File: config.mk
export PLATFORM = sky130hd
export DESIGN_NAME = preemptive_priority_scheduler
export DESIGN_NICKNAME = d
export VERILOG_FILES = /design/src/sv/pps_pkg.sv /design/src/sv/pps_ram.sv /design/src/sv/pps_pick.sv /design/src/sv/preemptive_priority_scheduler.sv
export SDC_FILE = /design/constraint.sdc
export NUM_CORES = 1
export LEC_CHECK = 0
export CORE_MARGIN = 10
export CORE_UTILIZATION = 57
export CTS_BUF_LIST = sky130_fd_sc_hd__clkbuf_16
export CTS_CLUSTER_DIAMETER = 150
export DETAILED_ROUTE_END_ITERATION = 8
export DONT_BUFFER_PORTS = 1
export PLACE_DENSITY = 0.75
export SLEW_MARGIN = 20
export SYNTH_ARGS = -nofsm -noshare
export SYNTH_HDL_FRONTEND = slang
export SYNTH_SLANG_ARGS = --single-unit
File: constraint.sdc
create_clock -name clk -period 3.45 [get_ports clk]
set_input_delay 0.69 -clock clk [delete_from_list [all_inputs] [get_ports clk]]
set_output_delay 0.69 -clock clk [all_outputs]
set_load 0.1 [all_outputs]
File: src/sv/pps_pkg.sv
// Shared types and constants for the preemptive priority scheduler.
`default_nettype none
package pps_pkg;

	localparam int SLOTS         = 16;
	localparam int PRIORITY_BITS = 8;
	localparam int SLOT_W        = $clog2(SLOTS);

	localparam logic [15:0] TIME_MAX = 16'hFFFF;

	typedef enum logic {
		OP_LOAD = 1'b0,
		OP_TICK = 1'b1
	} op_t;

	// One incoming transaction
	typedef struct packed {
		op_t         operation;
		logic [3:0]  slot;
		logic [15:0] arrival_time;
		logic [15:0] burst_length;
		logic [7:0]  priority_level;
	} command_t;

	// One outgoing transaction
	typedef struct packed {
		logic [15:0] tick_time;
		logic [3:0]  running_slot;
		logic        idle;
		logic        switched;
		logic        finished;
		logic [15:0] turnaround;
		logic [15:0] wait_ticks;
		logic        all_done;
	} report_t;

	// Static description of one task slot
	typedef struct packed {
		logic [15:0]              arrival;
		logic [15:0]              burst;
		logic [PRIORITY_BITS-1:0] prio;
	} entry_t;

	localparam int ENTRY_W = $bits(entry_t);

	// Scan step presented to the selection unit
	typedef struct packed {
		logic              clear;
		logic              step;
		logic [SLOT_W-1:0] idx;
		logic              active;
		logic [15:0]       now;
	} pick_ctrl_t;

	// Best candidate held by the selection unit
	typedef struct packed {
		logic              found;
		logic [SLOT_W-1:0] idx;
		entry_t            entry;
	} pick_t;

endpackage
`default_nettype wire

File: src/sv/pps_ram.sv
// Generic single-write, single-read RAM with registered read data.
`default_nettype none
module pps_ram #(
	parameter int WIDTH = 8,
	parameter int DEPTH = 16
) (
	input  wire logic                     clk,
	input  wire logic                     we,
	input  wire logic [$clog2(DEPTH)-1:0] waddr,
	input  wire logic [WIDTH-1:0]         wdata,
	input  wire logic [$clog2(DEPTH)-1:0] raddr,
	output logic      [WIDTH-1:0]         rdata
);

	logic [WIDTH-1:0] mem_q [DEPTH];

	// Write port
	always_ff @(posedge clk) begin
		if (we) begin
			mem_q[waddr] <= wdata;
		end
	end

	// Registered read port
	always_ff @(posedge clk) begin
		rdata <= mem_q[raddr];
	end

endmodule
`default_nettype wire

File: src/sv/pps_pick.sv
// Shared compare unit that keeps the best ready slot seen during a scan.
`default_nettype none
module pps_pick (
	input  wire logic               clk,
	input  wire logic               arst_n,
	input  wire pps_pkg::pick_ctrl_t ctrl,
	input  wire pps_pkg::entry_t    entry,
	output pps_pkg::pick_t          best
);
	import pps_pkg::*;

	logic              found_q;
	logic [SLOT_W-1:0] idx_q;
	entry_t            entry_q;
	logic              arrived;
	logic              better;
	logic              take;

	// Ready test and ordering: priority, then arrival; ascending scan settles slot order
	always_comb begin
		arrived = entry.arrival <= ctrl.now;
		better  = !found_q || (entry.prio < entry_q.prio) ||
			((entry.prio == entry_q.prio) && (entry.arrival < entry_q.arrival));
		take    = ctrl.step && ctrl.active && arrived && better;
	end

	// Hold the current best candidate
	always_ff @(posedge clk or negedge arst_n) begin
		if (!arst_n) begin
			found_q <= 1'b0;
		end else if (ctrl.clear) begin
			found_q <= 1'b0;
		end else if (take) begin
			found_q <= 1'b1;
		end
	end

	always_ff @(posedge clk) begin
		if (take) begin
			idx_q   <= ctrl.idx;
			entry_q <= entry;
		end
	end

	assign best = '{found: found_q, idx: idx_q, entry: entry_q};

endmodule
`default_nettype wire

File: src/sv/preemptive_priority_scheduler.sv
// Timing: a load transaction is written at its accepting edge and gives no report.
// A tick stays busy through the scan, drain, remaining-work read, update (skipped when
// idle) and report states; the scan feeds one compare unit from the task RAM one slot per
// cycle. The report strobe follows in the next cycle and a new command is accepted in that cycle.
// Reset clears time, the remaining-work flags and the previous slot; the task
// RAMs are not cleared. The receiver cannot stall the report.
`default_nettype none
module preemptive_priority_scheduler (
	input  wire logic              clk,
	input  wire logic              arst_n,
	input  wire logic              start,
	output logic                   busy,
	input  wire pps_pkg::command_t command,
	output logic                   report_valid,
	output pps_pkg::report_t       report
);
	import pps_pkg::*;

	typedef enum logic [2:0] {
		ST_IDLE,
		ST_SCAN,
		ST_DRAIN,
		ST_READ_REM,
		ST_UPDATE,
		ST_REPORT
	} state_t;

	state_t            state_q;
	logic [SLOT_W-1:0] rd_idx_q;
	logic              cmp_vld_s1;
	logic [SLOT_W-1:0] cmp_idx_s1;
	logic [15:0]       time_q;
	logic [15:0]       now_q;
	logic [15:0]       ended_q;
	logic [15:0]       turn_q;
	logic              fin_q;
	logic [SLOT_W-1:0] prev_idx_q;
	logic              prev_vld_q;
	logic [SLOTS-1:0]  active_q;
	logic              report_valid_q;
	report_t           report_q;

	logic              take;
	logic              load_ok;
	logic              tick_take;
	logic [SLOT_W-1:0] load_idx;
	entry_t            load_entry;
	entry_t            task_rd;
	logic [15:0]       rem_rd;
	logic [15:0]       rem_dec;
	logic              rem_we;
	logic [SLOT_W-1:0] rem_waddr;
	logic [15:0]       rem_wdata;
	pick_ctrl_t        pick_ctrl;
	pick_t             pick;
	logic [15:0]       sub_a;
	logic [15:0]       sub_b;
	logic [16:0]       sub_d;
	logic [15:0]       wait_val;
	logic              sw;

	// Decode the incoming transaction
	always_comb begin
		take       = start && !busy;
		load_ok    = take && (command.operation == OP_LOAD) && (32'(command.slot) < SLOTS);
		tick_take  = take && (command.operation == OP_TICK);
		load_idx   = SLOT_W'(command.slot);
		load_entry = '{arrival: command.arrival_time, burst: command.burst_length,
			prio: PRIORITY_BITS'(command.priority_level)};
	end

	// Static task data, read one slot per scan cycle
	pps_ram #(.WIDTH(ENTRY_W), .DEPTH(SLOTS)) u_task_ram (
		.clk   (clk),
		.we    (load_ok),
		.waddr (load_idx),
		.wdata (load_entry),
		.raddr (rd_idx_q),
		.rdata (task_rd)
	);

	// Remaining work, written by loads and by the update step
	always_comb begin
		rem_dec   = rem_rd - 16'd1;
		rem_we    = load_ok || (state_q == ST_UPDATE);
		rem_waddr = load_ok ? load_idx : pick.idx;
		rem_wdata = load_ok ? command.burst_length : rem_dec;
	end

	pps_ram #(.WIDTH(16), .DEPTH(SLOTS)) u_rem_ram (
		.clk   (clk),
		.we    (rem_we),
		.waddr (rem_waddr),
		.wdata (rem_wdata),
		.raddr (pick.idx),
		.rdata (rem_rd)
	);

	// Selection unit fed one slot per cycle; its slot index is registered like the RAM read data
	always_comb begin
		pick_ctrl = '{clear: tick_take, step: cmp_vld_s1, idx: cmp_idx_s1,
			active: active_q[cmp_idx_s1], now: now_q};
	end

	pps_pick u_pick (
		.clk    (clk),
		.arst_n (arst_n),
		.ctrl   (pick_ctrl),
		.entry  (task_rd),
		.best   (pick)
	);

	// Shared subtractor: turnaround in update, wait in report
	always_comb begin
		sub_a    = (state_q == ST_REPORT) ? turn_q : ended_q;
		sub_b    = (state_q == ST_REPORT) ? pick.entry.burst : pick.entry.arrival;
		sub_d    = {1'b0, sub_a} - {1'b0, sub_b};
		wait_val = sub_d[16] ? 16'd0 : sub_d[15:0];
		sw       = pick.found && (!prev_vld_q || (prev_idx_q != pick.idx));
	end

	// Sequencer, state and registered outputs
	always_ff @(posedge clk or negedge arst_n) begin
		if (!arst_n) begin
			state_q        <= ST_IDLE;
			rd_idx_q       <= '0;
			cmp_vld_s1     <= 1'b0;
			cmp_idx_s1     <= '0;
			time_q         <= '0;
			now_q          <= '0;
			ended_q        <= '0;
			turn_q         <= '0;
			fin_q          <= 1'b0;
			prev_idx_q     <= '0;
			prev_vld_q     <= 1'b0;
			active_q       <= '0;
			report_valid_q <= 1'b0;
			report_q       <= '0;
		end else begin
			report_valid_q <= 1'b0;
			cmp_vld_s1     <= 1'b0;
			case (state_q)
				ST_IDLE: begin
					if (load_ok) begin
						active_q[load_idx] <= (command.burst_length != 16'd0);
					end
					if (tick_take) begin
						now_q    <= time_q;
						ended_q  <= (time_q == TIME_MAX) ? TIME_MAX : time_q + 16'd1;
						rd_idx_q <= '0;
						fin_q    <= 1'b0;
						turn_q   <= '0;
						state_q  <= ST_SCAN;
					end
				end
				ST_SCAN: begin
					cmp_vld_s1 <= 1'b1;
					cmp_idx_s1 <= rd_idx_q;
					if (rd_idx_q == SLOT_W'(SLOTS - 1)) begin
						state_q <= ST_DRAIN;
					end else begin
						rd_idx_q <= rd_idx_q + SLOT_W'(1);
					end
				end
				ST_DRAIN: begin
					state_q <= ST_READ_REM;
				end
				ST_READ_REM: begin
					state_q <= pick.found ? ST_UPDATE : ST_REPORT;
				end
				ST_UPDATE: begin
					fin_q              <= (rem_rd == 16'd1);
					active_q[pick.idx] <= (rem_dec != 16'd0);
					turn_q             <= sub_d[15:0];
					state_q            <= ST_REPORT;
				end
				ST_REPORT: begin
					report_valid_q        <= 1'b1;
					report_q.tick_time    <= now_q;
					report_q.running_slot <= pick.found ? 4'(pick.idx) : 4'd0;
					report_q.idle         <= !pick.found;
					report_q.switched     <= sw;
					report_q.finished     <= fin_q;
					report_q.turnaround   <= fin_q ? turn_q : 16'd0;
					report_q.wait_ticks   <= fin_q ? wait_val : 16'd0;
					report_q.all_done     <= (active_q == '0);
					prev_vld_q            <= pick.found;
					prev_idx_q            <= pick.idx;
					time_q                <= ended_q;
					state_q               <= ST_IDLE;
				end
				default: begin
					state_q <= ST_IDLE;
				end
			endcase
		end
	end

	assign busy         = (state_q != ST_IDLE);
	assign report_valid = report_valid_q;
	assign report       = report_q;

	// Report strobe lasts a single cycle
	assert property (@(posedge clk) disable iff (!arst_n)
		report_valid |=> !report_valid)
		else $error("report strobe held for more than one cycle");

	// An idle tick neither switches nor finishes a task
	assert property (@(posedge clk) disable iff (!arst_n)
		(report_valid && report.idle) |-> (!report.switched && !report.finished))
		else $error("idle report carries task activity");

	// An accepted tick makes the block busy
	assert property (@(posedge clk) disable iff (!arst_n)
		(start && !busy && command.operation == OP_TICK) |=> busy)
		else $error("tick transaction did not start the sequencer");

	// A finished task leaves no work on its slot
	assert property (@(posedge clk) disable iff (!arst_n)
		(state_q == ST_REPORT && fin_q) |-> !active_q[pick.idx])
		else $error("finished slot still marked active");

	// Report timestamps the time held at the start of the tick
	assert property (@(posedge clk) disable iff (!arst_n)
		report_valid |-> (report.tick_time == now_q))
		else $error("report time differs from tick start time");

endmodule
`default_nettype wire

==> results of run 1 <==
## flip-flops by register name, summed over array words and instances, names as in the netlist, 3 cells and up
| register | flops |
|---|---|
| u_task_ram.mem_q | 640 |
| u_rem_ram.mem_q | 256 |
| report | 56 |
| u_pick.best | 40 |
| u_task_ram.rdata | 40 |
| active_q | 16 |
| ended_q | 16 |
| now_q | 16 |
| time_q | 16 |
| turn_q | 16 |
| u_rem_ram.rdata | 16 |
| cmp_idx_s1 | 4 |
| prev_idx_q | 4 |
| rd_idx_q | 4 |
| u_pick.idx_q | 4 |
| state_q | 3 |
## per-stage QoR
stage	setup TNS (ps)	hold slack (ps)	area, um2	instances	power [uW]
final	0	-290	51200	3717	42500
after global routing	0	-314	51200	3717	44400
after CTS	0	-323	51100	3717	42700
after detailed placement	0	403	47500	3507	30700
after global placement	0	394	47500	3507	30400
after floorplan	-56250	386	45600	2495	27400
## layout by cell type, fill, tap and decap left out, types with 5 or more instances in the layout
cell,count
and3_1,7
nand3_1,58
nand2_1,262
nor2b_1,6
nor2_1,62
o21a_1,7
edfxtp_1,940
inv_1,82
dfxtp_1,56
o21ai_1,8
buf_4,60
nor3_1,15
clkbuf_16,114
mux4_2,285
buf_12,26
dfrtp_1,152
xnor2_1,23
ha_1,60
o21ai_0,96
bufinv_16,10
mux2i_1,27
o211ai_1,6
nor4_1,12
xor2_1,21
nor2_4,15
o31ai_1,19
nand4_1,14
clkinv_1,33
a21o_1,14
nand2b_1,16
clkinv_2,10
inv_2,5
nand3b_1,5
a21oi_1,44
## layout make-up
| cell class | instances | area (um2) |
|---|---|---|
| sequential | 1152 | 33300 |
| fill | 5234 | 28000 |
| multi-input combinational | 1162 | 11800 |
| clock buffer | 114 | 2850 |
| tap | 1050 | 1310 |
| timing repair buffer | 87 | 982 |
| clock inverter | 96 | 772 |
| inverter | 56 | 210 |
## final timing paths
check                                           from                      end  slack [ps]  cells after the start
worst max-delay path                      state_q[2]               report[16]         280                     12
worst min-delay path                          arst_n               report[37]        -290                      0
worst max register to register            state_q[2]               report[16]         280                     12
worst min register to register  u_task_ram.rdata[10]          u_pick.best[10]         410                      0
max in group asynchronous                     arst_n               report[43]        3470                      0
min in group clk                         command[27]  u_task_ram.mem_q[8][27]          90                      0
## cells by family (layout without fill, tap and decap cells)
logic type	count (synthesis)	in the layout	synth area share, %
simple gates	505	505	5.09
mux	316	316	14.8
buf+inv	181	353	1.63
flops	1152	1152	72.9
xor+xnor	44	44	0.845
fa+ha+maj	61	61	1.69
compound gates	236	236	3.09
## metal layers
layer  vias up  GRT usage [%]
li1       9989              -
met1     12300           31.1
met2      1108           37.4
met3       211           6.64
met4         4           7.93
met5         -              0
## repair_timing
action | 4_1_cts | 5_1_grt
gates resized for setup | 0 | 3
hold endpoints to repair | 156 | 156
setup endpoints to repair | 0 | 15
## power breakdown
group	leakage, uW	switching (uW)	internal, uW
Combinational	0.00466	5850	4770
Clock	0.00187	5140	6750
Sequential	0.0109	2930	17100
## critical path: cells and delay by family (launching register included)
kind	cells	cell delay, ps
AOI/OAI and AO/OA	5	910
buffers and inverters	2	700
and+or+nand+nor	3	450
adders and majority gates	1	420
DFF	1	380
muxes	1	190
==> impl_metrics.py, run 1 <==
metrics = {
    "run_status": {
        "status": "complete, but fails checks",
        "violations": "negative hold slack",
    },
    "worst_setup_path": {
        "worstSetupEndpointType": "flip-flop",
        "path_common_cell": "buf_4",
        "crit_path_start_kind": "flip-flop",
        "path_max_fanout": 60,
        "cp.required_ps": 4030,
        "max_stage_delay_ps": 500,
        "arrival_ps": 3750,
        "cp_slowest_cell": "buf_4",
        "worstPathCellList": "nand2_1, or2_4, buf_4, mux2i_1, ha_1, and3_1, o211a_1, a21oi_2, o21ai_1, o21ai_2, buf_4, o31ai_1",
        "path_class": "reg2reg",
    },
    "detailed_routing": {
        "vias": 23600,
        "drt_wl_total_um": 106000,
        "met2_length_um": 52100,
        "wire_per_inst_um": 28.6,
        "wl_met1_um": 40500,
        "vias_per_cell": 6.35,
        "drt-initial-drc-count": 2179,
        "drtAntennaViolNets": 0,
        "drtPass1Iterations": 7,
        "drc_errors": 0,
        "route.top_layer_used": "met5",
        "met3_length_um": 10800,
    },
    "place": {
        "gp_congestion": 0.874,
        "post-dp-hpwl_um": 61600,
        "place_ws_ps": 227,
        "portBuffers": 0,
    },
    "floorplanning": {
        "row_count": 103,
        "dieWidth_um": 303,
        "ios": 106,
        "initial_core_util_pct": 57.6,
        "die_h_um": 303,
        "core_area_um2": 79100,
        "dieArea_um2": 91700,
    },
    "timing": {
        "finClkSkew_ps": 53.2,
        "min_period_ps": 3170,
        "worst_pin_slew_ps": 1020,
        "layout_setup_ws_ps": 283,
        "finalHoldViolCount": 156,
        "holdWs_ps": -290,
        "fmax_mhz": 316,
        "period_share_pct": 91.8,
        "setup_violations": 0,
        "slew_violations": 0,
        "max_slew_margin_pct": 31.8,
        "rsz0062_at_grt": "no",
    },
    "synthesis": {
        "synthArstFlopShare_pct": 13.5,
        "synth_edf_count": 940,
        "yosysMostFrequentCell": "edfxtp_1",
        "synth_common_cells": "940 x edfxtp_1, 285 x mux4_2, 262 x nand2_1",
        "post_synth_num_cell_types": 71,
        "syn-instance-count": 2495,
        "avgSynthCellArea_um2": 18.3,
        "netlist_area_um2": 45600,
        "syn_nets": 2604,
        "netlist.area_leader.share_pct": 61.9,
        "synth_flop_cell": "edfxtp_1",
        "ys_seq_elements": 1152,
        "yosysSeqAreaShare_pct": 72.9,
        "yosys-top-cells-area": "edfxtp_1 62%, mux4_2 14%, dfrtp_1 8.6%",
        "synth_warnings": 0,
        "synth_top_area_cell": "edfxtp_1",
    },
    "global_routing": {
        "grt_pass1_wl_um": 159000,
        "grt_max_degree": 157,
        "grt.total_usage_pct": 23.5,
        "antenna_found_initial": 5,
        "overflow": 0,
        "grt_pass1_vias": 24400,
    },
    "cells_and_area": {
        "syn_to_final_growth_pct": 12.2,
        "final_core_utilization_pct": 64.7,
        "layout-drive-gt1-share_pct": 21.5,
        "antenna_cells": 0,
        "fin_nets": 2679,
    },
    "cts": {
        "numCtsBuffers": 111,
        "clock-sinks": 1152,
        "insertion_delay_ps": 690,
        "clockRootBuffer": "clkbuf_16",
        "post_cts_buffers": 0,
        "cts_tree": "built",
        "clockBufferDepth": 3,
        "clk_pin_slew_ps": 60,
        "h-tree-depth": 3,
    },
    "power": {
        "leakagePower_uw": 0.0174,
        "powerDensity_nw_per_um2": 831,
        "ir_worst_vdd_uv": 538,
    },
    "worst_hold_path": {
        "hold_path.class": "in2async",
    },
    "flow_run": {
        "max-cap-violations": 0,
    },
}
(Power assumes the default switching activity.)
==> inputs of run 2 (changes only) <==
Settings changed: CORE_ASPECT_RATIO set to 1.75.
==> run 2 against run 1 <==
Against the previous run:
- the run still ends with negative hold slack left
- clock power is 7% lower
- worst setup slack worse by 49 ps
- worst hold slack got worse by 11 ps
- non-clock buffer count up 17
- utilization shrank 0.70 points
==> impl_metrics.py, run 2 (synthesis results as in run 1) <==
metrics = {
    "run_status": {
        "status": "complete, but fails checks",
        "violations": "negative hold slack",
    },
    "detailed_routing": {
        "drc_errors": 0,
        "drtPass1Iterations": 5,
        "wire_per_inst_um": 29.3,
        "drtAntennaViolNets": 0,
        "drt-initial-drc-count": 2177,
        "vias": 23600,
        "vias_per_cell": 6.37,
        "drt_wl_total_um": 108000,
    },
    "timing": {
        "finClkSkew_ps": 26.0,
        "period_share_pct": 93.2,
        "holdWs_ps": -301,
        "setup_violations": 0,
        "slew_violations": 0,
        "max_slew_margin_pct": 24.1,
        "min_period_ps": 3220,
        "finalHoldViolCount": 156,
        "worst_pin_slew_ps": 1140,
        "rsz0062_at_grt": "no",
        "fmax_mhz": 311,
    },
    "global_routing": {
        "grt_pass1_vias": 24800,
        "use_met1_pct": 27.6,
        "top_usage_layer": "met2",
        "grt_pass1_wl_um": 162000,
        "grt_max_degree": 157,
        "antenna_found_initial": 5,
        "grt.total_usage_pct": 23.9,
        "grtUsageMet3_pct": 4.50,
        "met2_usage_pct": 42.3,
        "overflow": 0,
    },
    "cts": {
        "h-tree-depth": 3,
        "insertion_delay_ps": 700,
        "clockBufferDepth": 3,
        "clk_pin_slew_ps": 70,
        "post_cts_buffers": 0,
        "numCtsBuffers": 95,
        "cts_tree": "built",
        "clock-sinks": 1152,
        "clockRootBuffer": "clkbuf_16",
    },
    "floorplanning": {
        "core_area_um2": 79500,
        "ios": 106,
        "dieWidth_um": 234,
        "die_h_um": 394,
        "initial_core_util_pct": 57.4,
        "row_count": 137,
        "dieArea_um2": 92200,
    },
    "worst_setup_path": {
        "crit_buf_inv": 3,
        "cp_slowest_cell": "buf_4",
        "cp.required_ps": 4030,
        "worstSetupEndpointType": "flip-flop",
        "arrival_ps": 3800,
        "worstPathCellList": "nand2_1, or2_4, inv_2, buf_4, nand2_1, nand2_1, fa_1, a21oi_2, o211ai_1, a21oi_2, o21ai_1, o21ai_2, buf_4, o31ai_1",
        "path_class": "reg2reg",
        "path_common_cell": "nand2_1",
        "path_delay_family": "compound AO/OA/AOI/OAI gates",
        "path_max_fanout": 38,
        "max_stage_delay_ps": 400,
        "crit_path_start_kind": "flip-flop",
    },
    "place": {
        "portBuffers": 0,
        "gp_congestion": 0.887,
        "post-dp-hpwl_um": 64900,
    },
    "power": {
        "swShare_pct": 33.2,
        "ir_worst_vdd_uv": 566,
        "powerDensity_nw_per_um2": 824,
        "p_sw_uw": 13900,
        "seq_power_share_pct": 48.5,
        "leakagePower_uw": 0.0173,
        "power_frac_clock_pct": 26.5,
        "combPwrFrac_pct": 25.1,
        "fin_total_pwr_uw": 41900,
        "internal-power_uw": 28000,
    },
    "cells_and_area": {
        "largest_register_ffs": 640,
        "layout-drive-gt1-share_pct": 22.2,
        "nFillCells": 5214,
        "syn_to_final_growth_pct": 11.5,
        "most-common-layout-cells": "940 x edfxtp_1, 285 x mux4_2, 262 x nand2_1, 152 x dfrtp_1, 99 x o21ai_0",
        "final_common_cell": "edfxtp_1",
        "largest_register": "u_task_ram.mem_q",
        "fin_nets": 2680,
    },
    "flow_run": {
        "max-cap-violations": 0,
    },
    "worst_hold_path": {
        "hold_path.class": "in2async",
    },
}
==> run 2: path summary, 6_finish.rpt <==
check	start	cells past startpoint	to	slack, ps
setup / recovery	state_q[2]	14	report[16]	230
hold / removal	arst_n	0	time_q[14]	-300
setup reg to reg	state_q[2]	14	report[16]	230
hold reg to reg	u_task_ram.rdata[14]	0	u_pick.best[14]	410
max in group asynchronous	arst_n	0	rd_idx_q[0]	3450
min in group clk	command[6]	0	u_task_ram.mem_q[5][6]	90
==> run 2: power by group through the flow <==
stage                     logic, uW  clock network, uW  registers, uW
final                         10500              11100          20300
after global routing          11400              11800          20500
after CTS                     10500              11300          20300
after detailed placement      10400                  0          20600
after global placement         9980                  0          20600
after floorplan                7860                  0          19500
==> run 2: final cells by class <==
| class | count | area [um2] | share of cell area [%] |
|---|---|---|---|
| inverter | 56 | 210 | 0.413 |
| clock inverter | 83 | 802 | 1.58 |
| multi-input combinational | 1162 | 11800 | 23.1 |
| timing repair buffer | 104 | 1090 | 2.15 |
| sequential | 1152 | 33300 | 65.4 |
| antenna | 3 | 7.51 | 0.0148 |
| clock buffer | 97 | 2430 | 4.77 |
| tap | 1042 | 1300 | 2.56 |
==> run 2: what timing repair did <==
item / CTS / global route
gates resized for setup: 0 / 4
endpoints found under the setup margin: 0 / 16
endpoints found under the hold margin: 156 / 156
==> run 2: per-layer routing <==
layer / wire (um) / part of all wire, %
met2: 58800 / 54
met1: 37700 / 35
met3: 7170 / 6.6
met4: 4690 / 4.3
met5: 43 / 0.040
==> run 2: stage by stage <==
| step | instances | worst slack, ps | TNS (ps) | area [um2] | util (%) |
|---|---|---|---|---|---|
| global placement | 3515 | 279 | 0 | 47600 | 59.9 |
| floorplan | 2495 | -310 | -56250 | 45600 | - |
| finish | 3699 | 233 | 0 | 50900 | 64.0 |
| detailed placement | 3515 | 168 | 0 | 47600 | 59.9 |
| global route | 3698 | 12.9 | 0 | 50900 | 64.0 |
| CTS | 3695 | 147 | 0 | 50800 | 63.9 |
